`config.mk`:
```
export PLATFORM = sky130hd
export DESIGN_NAME = icb_mac
export DESIGN_NICKNAME = d
export VERILOG_FILES = /design/src/rtl/icb_pkg.sv /design/src/rtl/icb_mac.sv
export SDC_FILE = /design/constraint.sdc
export NUM_CORES = 1
export LEC_CHECK = 0
export BUFFER_PORTS_ARGS = -buffer_cell sky130_fd_sc_hd__buf_4
export CAP_MARGIN = 20
export CORE_MARGIN = 10
export CORE_UTILIZATION = 55
export DETAILED_ROUTE_END_ITERATION = 10
export HOLD_SLACK_MARGIN = 0.1
export PLACE_DENSITY = 0.84
export SLEW_MARGIN = 20
export SYNTH_ARGS = -nofsm -noshare
export SYNTH_HDL_FRONTEND = slang
export SYNTH_SLANG_ARGS = --single-unit
```
`constraint.sdc`:
```
create_clock -name clk -period 3 [get_ports clk]
set_clock_uncertainty 0.05 [all_clocks]
set_input_delay 0.15 -clock clk [delete_from_list [all_inputs] [get_ports clk]]
set_output_delay 0.15 -clock clk [all_outputs]
set_load 0.005 [all_outputs]
```
`src/rtl/icb_pkg.sv`:
```
// ============================================================================
// icb_pkg: shared types and constants for the clamped-border convolution
// Holds the tap control bundle passed from the address sequencer to the
// multiply-accumulate unit, and the fixed datapath widths.
// ============================================================================
`default_nettype none

package icb_pkg;

    // Grey pixel and Q8.8 coefficient widths
    localparam int PIX_W  = 8;
    localparam int COEF_W = 16;

    // Product of an unsigned pixel and a signed coefficient
    localparam int PROD_W = PIX_W + COEF_W + 1;

    // Accumulator: 15x15 taps of full-scale products stay well inside this
    localparam int ACC_W  = 34;

    // Rounded, wrapped result
    localparam int OUT_W  = 22;

    typedef logic signed [PROD_W-1:0] prod_t;
    typedef logic signed [ACC_W-1:0]  acc_t;

    // Control that travels with one kernel tap
    typedef struct packed {
        logic tap;    // beat carries a kernel tap
        logic first;  // first tap of the window: restart the sum
        logic last;   // last tap of the window: finish the sum
        logic zero;   // empty window: contribute nothing
    } tap_ctl_t;

endpackage

`default_nettype wire

```
`src/rtl/icb_mac.sv`:
```
// ============================================================================
// icb_mac: multiply-accumulate and rounding unit
// Multiplies each pixel by its coefficient, sums the window, then rounds the
// Q8.8 sum half away from zero and wraps it to the result width.
// ============================================================================
`default_nettype none

module icb_mac
(
    input  wire logic                                clk,
    input  wire logic                                rst_n,
    input  wire icb_pkg::tap_ctl_t                   ctl,
    input  wire logic        [icb_pkg::PIX_W-1:0]    pix,
    input  wire logic signed [icb_pkg::COEF_W-1:0]   coef,
    output logic                                     done,
    output logic signed      [icb_pkg::OUT_W-1:0]    result
);

    icb_pkg::tap_ctl_t          ctl1_reg;
    icb_pkg::prod_t             prod_reg;
    logic                       sum_vld_reg;
    icb_pkg::acc_t              acc_reg;
    logic                       mag_vld_reg;
    logic                       neg_reg;
    logic [icb_pkg::ACC_W-1:0]  mag_reg;
    logic                       q_vld_reg;
    logic                       q_neg_reg;
    logic [icb_pkg::ACC_W-1:0]  q_reg;
    logic                       done_reg;
    logic signed [icb_pkg::OUT_W-1:0] result_reg;

    // Advance the valid flags of each stage
    always_ff @(posedge clk or negedge rst_n)
    begin
        if (!rst_n)
        begin
            ctl1_reg    <= '0;
            sum_vld_reg <= 1'b0;
            mag_vld_reg <= 1'b0;
            q_vld_reg   <= 1'b0;
            done_reg    <= 1'b0;
        end
        else
        begin
            ctl1_reg    <= ctl;
            sum_vld_reg <= ctl1_reg.tap && ctl1_reg.last;
            mag_vld_reg <= sum_vld_reg;
            q_vld_reg   <= mag_vld_reg;
            done_reg    <= q_vld_reg;
        end
    end

    // Multiply, accumulate, take magnitude, round, restore sign
    always_ff @(posedge clk)
    begin
        if (ctl.zero)
        begin
            prod_reg <= '0;
        end
        else
        begin
            prod_reg <= $signed({1'b0, pix}) * coef;
        end

        if (ctl1_reg.tap)
        begin
            if (ctl1_reg.first)
            begin
                acc_reg <= icb_pkg::acc_t'(prod_reg);
            end
            else
            begin
                acc_reg <= acc_reg + icb_pkg::acc_t'(prod_reg);
            end
        end

        neg_reg <= acc_reg[icb_pkg::ACC_W-1];
        mag_reg <= acc_reg[icb_pkg::ACC_W-1] ? icb_pkg::ACC_W'(-acc_reg)
                                             : icb_pkg::ACC_W'(acc_reg);

        q_neg_reg <= neg_reg;
        q_reg     <= (mag_reg + icb_pkg::ACC_W'(128)) >> 8;

        result_reg <= q_neg_reg ? icb_pkg::OUT_W'(icb_pkg::ACC_W'(0) - q_reg)
                                : icb_pkg::OUT_W'(q_reg);
    end

    assign done   = done_reg;
    assign result = result_reg;

endmodule

`default_nettype wire

```
# Word level (Yosys, flattened, before mapping)
# Index checks and enable logic that the tools add are counted.
# word_totals
reg_bits	142
input_bits	30
out_inout_bits	23
word_cells	23
# op_classes
add_sub_neg	4
n_mul	1
muxes	3
n_reduce_logical	1
# ops
op	n
34-bit by 25-bit adder with 34-bit output	1
34-bit 2-to-1 mux	1
30-bit by 8-bit adder with 30-bit output (second input constant)	1
30-bit 2-to-1 mux	1
30-bit negator	1
9-bit by 16-bit multiplier with 25-bit output	1
22-bit 2-to-1 mux	1
1-bit by 22-bit subtractor with 22-bit output (first input constant)	1
1-bit logical AND	1

# Logic depth before layout (Yosys ltp)
# Gate-level depths: netlist of run 1.
# logic_depth
word_depth	2
ltp_mapped	19
depth_no_buf	18

# Worst setup path after synthesis of run 1
# OpenSTA, ideal clock, no wires.
# synth_timing
kind	input to register
from	input pix[2] in the netlist's numbering
to	register prod_reg[22]
setup_ns	0.128
arrival_time_ns	4.668
required_time_ns	2.822
path_slack_ns	-1.846
stages	18
n_path_buf	1
cell_sequence	clkbuf_1 -> nand2_1 -> fa_1 -> inv_1 -> fa_1 -> fa_1 -> inv_1 -> fa_1 -> inv_1 -> ha_1 -> a21oi_1 -> o211ai_1 -> a221oi_1 -> a21oi_1 -> a2111oi_0 -> o21ai_0 -> xnor2_1 -> nor2_1
# synth_via
elab_chain_len	1
# synth_lines
element	line	source
start, declared	icb_mac.sv:13	input wire logic [icb_pkg::PIX_W-1:0] pix,
9-bit by 16-bit multiplier with 25-bit output	icb_mac.sv:62	prod_reg <= $signed({1'b0, pix}) * coef;
end signal, assigned	icb_mac.sv:62	
end, declared	icb_mac.sv:20	icb_pkg::prod_t prod_reg;
# No other way between the ends.
# A chain may end at the register's enable or synchronous reset.

# Worst setup path in the final report of run 1
# layout_timing
from	input pix[0] in the netlist's numbering
to	register prod_reg[21]
# The elaborated chain is that of the path after synthesis.

==> results_tabular.tex, run 1 <==
\begin{tabular}{lr}
\hline
Metric & Value \\
\hline
\multicolumn{2}{l}{\textbf{Route}} \\
\quad Detail-routed net length per standard cell & roughly 16 um \\
\quad Number of vias in the routed layout & 9,019 \\
\quad Vias per cell & $\sim$5.4 \\
\quad Total wire length & between 20 and 30 mm \\
\quad Number of DRC markers in iteration 0 & 532 \\
\quad Detailed-route DRC error count & 0 \\
\quad Detailed-routing iteration count for the pre-antenna-repair pass & 5 \\
\quad Count of nets left with antenna violations after detail routing & 0 \\
\multicolumn{2}{l}{\textbf{Critical path}} \\
\quad R2r endpoint & acc\_reg[30]\$\_DFFE\_PP\_ \\
\quad Highest fanout seen on the critical path & 6 \\
\quad Required time of the critical path & around 3.3 ns \\
\quad Data arrival time of the worst path & between 4 and 5 ns \\
\quad Minimum setup slack among reg-to-reg paths & 0.06 ns \\
\quad Origin of the critical flop-to-flop path & acc\_reg[0]\$\_DFFE\_PP\_ \\
\quad Reg2Reg Depth & 11 \\
\quad Source of the critical timing path & pix[0] \\
\quad Endpoint class of the critical path & register \\
\quad Launching element type of the critical path & input pin \\
\quad Type of the setup path with the least slack & input pin to register \\
\multicolumn{2}{l}{\textbf{Placed design}} \\
\quad Instance area after placement & about 0.013 mm2 \\
\quad Port Buf Inserts & between 50 and 60 \\
\quad Dpl cells & between 1,500 and 2,000 \\
\quad Gpl congestion & roughly 0.9 \\
\quad Placed wire-length estimate & 18.7 mm \\
\multicolumn{2}{l}{\textbf{Flow run}} \\
\quad Max capacitance violation total & 0 \\
\multicolumn{2}{l}{\textbf{Yosys}} \\
\quad Sequential area share after synthesis & 0.276 \\
\quad Post-synthesis net count & roughly 1,400 \\
\quad Post-synthesis average cell area & between 9 and 10 um2 \\
\quad Post-synth EDFFs & 34 \\
\quad Mapped Area & 0.0111 mm2 \\
\quad Register bit count reported by yosys & 135 \\
\quad Share of synthesized flip-flops with an asynchronous set or reset & 0.0519 \\
\quad Yosys cell types & 70 \\
\quad Number of warnings reported in the yosys synthesis log & 0 \\
\quad Most common flop cell mapped by yosys & dfxtp\_1 \\
\quad Gate count after technology mapping & about 1,200 \\
\multicolumn{2}{l}{\textbf{Clock tree}} \\
\quad TritonCTS Buffers & 17 \\
\quad Number of sinks driven by the clock tree & around 140 \\
\quad Worst-case clock buffer depth & 2 \\
\quad Clock latency reported for the late side of the worst-skew pair & roughly 0.42 ns \\
\quad Clock input transition at the sequential cells of the worst setup and hold paths & 0.06 ns \\
\quad Clock tree from TritonCTS & done \\
\quad H-tree lvl count & 4 \\
\quad Clk root buf & clkbuf\_16 \\
\multicolumn{2}{l}{\textbf{Outcome}} \\
\quad Result of the run & finished with violations \\
\quad Violated checks & negative setup slack \\
\multicolumn{2}{l}{\textbf{Final layout}} \\
\quad Largest register FFs & 34 \\
\quad Share of layout cells above drive strength 1 & 0.256 \\
\quad Post-layout net count & 1,617 \\
\quad ANT cells & 0 \\
\quad Final non-filler cell total & 1,682 \\
\quad Core utilization of the finished layout & 0.715 \\
\quad Design Area, Final & 0.0144 mm2 \\
\quad Growth of design area from synthesis to finish & 29.0\% \\
\multicolumn{2}{l}{\textbf{Min path}} \\
\quad Worst min path class & input pin to register \\
\quad WHS Path Cells & 5 \\
\quad Hold worst-path end & prod\_reg[0]\$\_SDFF\_PP0\_ \\
\quad Startpoint of the tightest hold check path & pix[0] \\
\multicolumn{2}{l}{\textbf{STA}} \\
\quad Final setup TNS & -13.31 ns \\
\quad Max-Slew Margin vs Limit & 0.402 \\
\quad RSZ-0062 raised after global routing & true \\
\quad Fmax & 0.249 GHz \\
\quad Fin crit period & 4.02 ns \\
\quad Setup-failing EPs final & 18 \\
\quad Setup slack after layout & -1.02 ns \\
\quad Final-report hold violation count & 0 \\
\quad Final count of pins violating max slew & 0 \\
\quad Slew of the pin with the lowest slew margin & 0.889 ns \\
\quad Final period util & 1.34 \\
\multicolumn{2}{l}{\textbf{Floorplan}} \\
\quad DIE WIDTH & 162 um \\
\quad Area enclosed by the die boundary & 0.0263 mm2 \\
\quad Core Footprint & a little over 0.02 mm2 \\
\quad Number of rows created at floorplan & 52 \\
\quad Starting Density & 0.554 \\
\quad Vertical extent of the die & 162 um \\
\quad I/O pin cnt & 53 \\
\multicolumn{2}{l}{\textbf{Global routing}} \\
\quad Global-route wire length before repair & around 42 mm \\
\quad All-layer global routing usage & 0.189 \\
\quad Sum of overflow across all layers after global routing & 0 \\
\quad Vias in the first global route & approximately 9,300 \\
\quad Largest net degree at the start of global routing & 61 \\
\quad Number of antenna violations at the first check in global routing & 0 \\
\multicolumn{2}{l}{\textbf{Power}} \\
\quad Leakage power & around 6.6 nW \\
\quad Pwr dens & 1110 mW/mm2 \\
\quad Worst-case vdd ir drop & between 500 and 600 uV \\
\quad Power consumption & 15.9 mW \\
\hline
\end{tabular}
-- cells in the mapped netlist, types with 7 or more instances --
master    number  area share
a211oi_1       8      0.0054
a21o_1        19       0.013
a21oi_1       38       0.017
and2_1        75       0.042
and3_1        10      0.0056
clkbuf_1      21      0.0071
dfrtp_1        7       0.016
dfxtp_1       94        0.17
edfxtp_1      34       0.092
fa_1         103        0.19
ha_1          85       0.095
inv_1        170       0.057
nand2_1      128       0.043
nand2b_1      14      0.0079
nand3_1       26       0.012
nand4_1       11      0.0062
nor2_1        54       0.018
nor2b_1       10      0.0056
nor3_1        11      0.0049
o211ai_1       8      0.0054
o21a_1         8      0.0054
o21ai_0       56       0.025
o21bai_1       8      0.0054
o31ai_1       15       0.010
xnor2_1       82       0.064
xor2_1        28       0.022
-- layer usage --
metal  track usage  part of all wire  wire, um
met3        0.0326             0.046      1200
met2         0.345              0.53     13900
met1         0.218              0.40     10500
met4        0.0674             0.023       616
met5             0                 0         0
-- power by group --
group	switching (mW)	internal [mW]	leakage, nW	total [mW]
clock network	0.798	1.22	0.291	2.02
logic	5.22	5.17	5.10	10.4
registers	0.638	2.85	1.22	3.49
-- placed cells by master, fill, tap and decap left out, types with 9 or more instances in the layout --
cell type and count:
nand3_1 21, nor3_1 11, nor2b_1 9, a21o_1 18, nand4_1 11, a21oi_1 25
inv_1 151, and2_4 12, fa_1 95, inv_2 19, dfxtp_1 93, nand2b_1 14
a21oi_2 9, nand2_1 109, clkbuf_16 19, xnor2_1 81, xor2_1 28, ha_4 15
nand2_4 9, buf_4 171, nand2_2 10, nor2_1 54, o21ai_0 51, ha_1 65
edfxtp_1 34, buf_6 15, and2_1 63, o31ai_1 13
-- through the flow --
| step | hold slack [ns] | worst slack (ns) |
|---|---|---|
| floorplan | -0.196 | -1.25 |
| global placement | -0.0888 | -1.50 |
| CTS | 0.102 | -0.932 |
| detailed placement | -0.0828 | -1.63 |
| finish | 0.205 | -1.02 |
| global route | 0.187 | -1.16 |
-- repair_timing --
action | in CTS | in global routing
setup endpoints to repair | 20 | 27
endpoints found under the hold margin | 33 | 0
resized for setup | 90 | 60
hold buffers | 7 | 0
buffers inserted | 16 | 17
pin swaps | 74 | 63
cloned | 1 | 1
-- critical path: stages --
cell and delay [ns]:
buf_12 0.09, buf_8 0.14, nand2_4 0.05, fa_1 0.49, inv_1 0.08, fa_1 0.51, fa_1 0.52, inv_1 0.05
fa_1 0.48, inv_2 0.04, ha_4 0.22, a21o_1 0.19, buf_6 0.14, nor3b_4 0.22, nand3_4 0.12, a31oi_4 0.23
o21a_1 0.23, o21bai_1 0.11, xnor2_1 0.16, nor2_1 0.05
-- layout make-up --
type	instances	area, um2
inverters	170	638
clock buffers	20	468
well taps	270	338
clock inverters	12	113
multi-input cells	870	7960
flip-flops and latches	135	3080
fillers	1341	5740
repair buffers	205	1770
-- logic make-up (layout without fill, tap and decap cells) --
| kind of cell | Yosys count | after routing | share of synthesized area |
|---|---|---|---|
| buf+inv | 198 | 407 | 0.0675 |
| flops | 135 | 135 | 0.276 |
| compound gates | 197 | 197 | 0.117 |
| simple gates | 372 | 372 | 0.169 |
| fa+ha+maj | 188 | 188 | 0.281 |
| mux | 3 | 3 | 0.00281 |
| xor+xnor | 110 | 110 | 0.0865 |
-- worst max path at each step --
stage / end / slack (ns)
floorplan: prod_reg[24]$_SDFF_PP0_ / -1.25
global placement: prod_reg[24]$_SDFF_PP0_ / -1.50
detailed placement: prod_reg[24]$_SDFF_PP0_ / -1.63
CTS: prod_reg[24]$_SDFF_PP0_ / -0.93
global route: prod_reg[24]$_SDFF_PP0_ / -1.16
finish: prod_reg[21]$_SDFF_PP0_ / -1.02
Power figures use the tool's default switching activity.
==> run 2: changes to the inputs <==
--- a/config.mk
+++ b/config.mk
@@ -10,8 +10,10 @@
 export CORE_MARGIN = 10
 export CORE_UTILIZATION = 55
 export DETAILED_ROUTE_END_ITERATION = 10
+export GPL_TIMING_DRIVEN = 0
 export HOLD_SLACK_MARGIN = 0.1
 export PLACE_DENSITY = 0.84
+export REMOVE_ABC_BUFFERS = 1
 export SLEW_MARGIN = 20
 export SYNTH_ARGS = -nofsm -noshare
 export SYNTH_HDL_FRONTEND = slang
==> results_tabular.tex, run 2 (synthesis results as in run 1) <==
\begin{tabular}{lr}
\hline
Metric & Value \\
\hline
\multicolumn{2}{l}{\textbf{Floorplan}} \\
\quad Vertical extent of the die & 162 um (unchanged) \\
\quad Core Footprint & 0.0201 mm2 (unchanged) \\
\quad DIE WIDTH & 162 um (unchanged) \\
\quad Starting Density & 0.554 (unchanged) \\
\quad I/O pin cnt & 53 (unchanged) \\
\quad Area enclosed by the die boundary & 0.0263 mm2 (unchanged) \\
\quad Number of rows created at floorplan & 52 (unchanged) \\
\multicolumn{2}{l}{\textbf{Critical path}} \\
\quad Most frequent CP cell & fa\_1 \\
\quad Launching element type of the critical path & input pin \\
\quad Buffers \& Inverters on Critical Path & 3 (-3) \\
\quad Type of the setup path with the least slack & input pin to register \\
\quad Critical path's slowest cell & fa\_1 \\
\quad Endpoint class of the critical path & register \\
\quad Kind of cell adding the most delay to the critical path & adder cells \\
\quad Required time of the critical path & 3.25 ns (about the same) \\
\quad Data arrival time of the worst path & 4.46 ns (+0.19 ns) \\
\quad Ordered cell list for the critical path & buf\_12 > and2\_4 > fa\_1 > fa\_1 > fa\_1 > inv\_2 > fa\_1 > inv\_2 > ha\_4 > a21oi\_4 > o211ai\_1 > a221oi\_4 > a21oi\_4 > a2111oi\_4 > o21ai\_1 > xnor2\_1 > nor2\_1 \\
\quad Minimum setup slack among reg-to-reg paths & 0.04 ns (-0.02 ns) \\
\quad Largest stage delay, worst path & 0.58 ns (+0.06 ns) \\
\quad Highest fanout seen on the critical path & 7 (+1) \\
\multicolumn{2}{l}{\textbf{Global routing}} \\
\quad Largest net degree at the start of global routing & 41 (-33\%) \\
\quad Global-route wire length before repair & 41.0 mm (-1.9\%) \\
\quad Sum of overflow across all layers after global routing & 0 (unchanged) \\
\quad Vias in the first global route & 8,980 (-3.7\%) \\
\quad All-layer global routing usage & 0.186 (-0.00351) \\
\quad Number of antenna violations at the first check in global routing & 0 (unchanged) \\
\multicolumn{2}{l}{\textbf{Power}} \\
\quad Leakage power & 6.13 nW (-7.2\%) \\
\quad Pwr dens & 1130 mW/mm2 (+2.1\%) \\
\quad Worst-case vdd ir drop & 595 uV (+18\%) \\
\quad Power consumption & 15.4 mW (-3.4\%) \\
\multicolumn{2}{l}{\textbf{Route}} \\
\quad Detailed route wirelength on metal3 & 1.41 mm (+17\%) \\
\quad Vias per cell & 5.65 (+5.3\%) \\
\quad Metal1 wirelength & 10.2 mm (-3.1\%) \\
\quad Number of vias in the routed layout & 8,976 (-0.48\%) \\
\quad Detailed-routing iteration count for the pre-antenna-repair pass & 5 (unchanged) \\
\quad Detail-routed net length per standard cell & 16.6 um (+6.7\%) \\
\quad Number of DRC markers in iteration 0 & 571 (+7.3\%) \\
\quad Total wire length & 26.5 mm (+0.80\%) \\
\quad Count of nets left with antenna violations after detail routing & 0 (unchanged) \\
\quad Top sig layer & met4 \\
\quad Detailed-route DRC error count & 0 (unchanged) \\
\quad Detailed route wirelength on metal2 & 13.7 mm (-1.2\%) \\
\multicolumn{2}{l}{\textbf{Final layout}} \\
\quad Post-layout net count & 1,524 (-5.8\%) \\
\quad ANT cells & 0 (unchanged) \\
\quad Share of layout cells above drive strength 1 & 0.192 (-0.0646) \\
\quad Growth of design area from synthesis to finish & 22.0\% \\
\quad Final non-filler cell total & 1,589 (-5.5\%) \\
\quad Most common cell after layout, fill and taps aside & inv\_1 \\
\quad Top library cells by usage in the layout, fill and taps aside & inv\_1, nand2\_1, fa\_1 \\
\quad Largest register FFs & 34 (unchanged) \\
\multicolumn{2}{l}{\textbf{STA}} \\
\quad RSZ-0062 raised after global routing & true \\
\quad Final period util & 1.41 (+0.0671) \\
\quad Final setup TNS & -14.68 ns (-1.36 ns) \\
\quad Slew of the pin with the lowest slew margin & 0.822 ns (-0.0667 ns) \\
\quad Worst hold slack & 0.287 ns (+0.0818 ns) \\
\quad Fmax & 0.237 GHz (-4.8\%) \\
\quad Setup slack after layout & -1.22 ns (-0.201 ns) \\
\quad Max-Slew Margin vs Limit & 0.447 (+0.0449) \\
\quad Final-report hold violation count & 0 (unchanged) \\
\quad Fin crit period & 4.22 ns (+0.201 ns) \\
\quad Final count of pins violating max slew & 0 (unchanged) \\
\quad Setup-failing EPs final & 18 (unchanged) \\
\multicolumn{2}{l}{\textbf{Placed design}} \\
\quad Gpl congestion & 0.876 (-2.9\%) \\
\quad Port Buf Inserts & 52 (unchanged) \\
\quad Placed wire-length estimate & 16.4 mm (-12\%) \\
\quad Dpl cells & 1,498 (-7.1\%) \\
\quad Pre-CTS worst setup slack & -2.31 ns (-0.681 ns) \\
\multicolumn{2}{l}{\textbf{Outcome}} \\
\quad Violated checks & negative setup slack \\
\quad Result of the run & finished with violations \\
\multicolumn{2}{l}{\textbf{Clock tree}} \\
\quad Clock tree from TritonCTS & done \\
\quad Clock input transition at the sequential cells of the worst setup and hold paths & 0.06 ns (about the same) \\
\quad Number of sinks driven by the clock tree & 135 (unchanged) \\
\quad Worst-case clock buffer depth & 2 (unchanged) \\
\quad TritonCTS Buffers & 17 (unchanged) \\
\quad Clk root buf & clkbuf\_16 \\
\quad H-tree lvl count & 4 (unchanged) \\
\quad Clock latency reported for the late side of the worst-skew pair & 0.42 ns (about the same) \\
\multicolumn{2}{l}{\textbf{Flow run}} \\
\quad Max capacitance violation total & 0 (unchanged) \\
\multicolumn{2}{l}{\textbf{Min path}} \\
\quad Worst min path class & register to register \\
\hline
\end{tabular}
run 2: cell types whose count changed in the layout (fill, tap and decap cells not counted), moves of 4 or more:
cell	before	now
ha_2	5	9
buf_4	171	74
nand2_1	109	113
inv_2	19	11
dlygate4sd3_1	7	13
nand2_4	9	4
inv_1	151	158
run 2: worst register-to-register path: stages (launching register included):
cell and delay (ns):
edfxtp_1 0.49, ha_2 0.46, and4_1 0.25, and4_1 0.35
o2111ai_2 0.29, a21oi_2 0.29, o221ai_1 0.20, mux2i_1 0.22
o22ai_1 0.09
run 2: report_power, final:
group	leakage [nW]	internal, mW	switching (mW)
sequential	1.22	2.85	0.737
combinational	4.63	4.59	5.16
clock	0.287	1.23	0.778
total	6.13	8.67	6.68
run 2: metrics by stage:
step | area [um2] | util
6_report | 13600 | 0.676
5_1_grt | 13600 | 0.676
3_3_place_gp | 11800 | 0.585
4_1_cts | 13300 | 0.659
3_5_place_dp | 11800 | 0.586
2_1_floorplan | 11000 | -
run 2: final cells by class:
cell class / count / area [um2]
inverter: 170 / 641
multi-input combinational: 870 / 7870
sequential: 135 / 3080
clock inverter: 13 / 144
fill: 1369 / 6510
timing repair buffer: 112 / 1090
clock buffer: 19 / 433
tap: 270 / 338
run 2: worst paths after layout:
check | start | end | depth (start not counted)
min | neg_reg$_DFF_P_ | q_neg_reg$_DFF_P_ | 0
min reg2reg | neg_reg$_DFF_P_ | q_neg_reg$_DFF_P_ | 0
max reg2reg | acc_reg[17]$_DFFE_PP_ | acc_reg[29]$_DFFE_PP_ | 8
min in group asynchronous | rst_n | q_vld_reg$_DFF_PN0_ | 3
max in group asynchronous | rst_n | ctl1_reg[3]$_DFF_PN0_ | 3
max | coef[6] | prod_reg[22]$_SDFF_PP0_ | 17
run 2: repair_timing:
action	in CTS	in global routing
hold buffers	12	1
buffers inserted	31	15
pin swaps	71	47
resized for setup	117	59
setup endpoints to repair	23	28
hold endpoints to repair	33	17
cloned	2	0
run 2: routing by layer:
metal	track usage	vias up
met5	0	-
met4	0.0889	0
met3	0.0372	109
met2	0.334	353
met1	0.206	4314
li1	-	4200
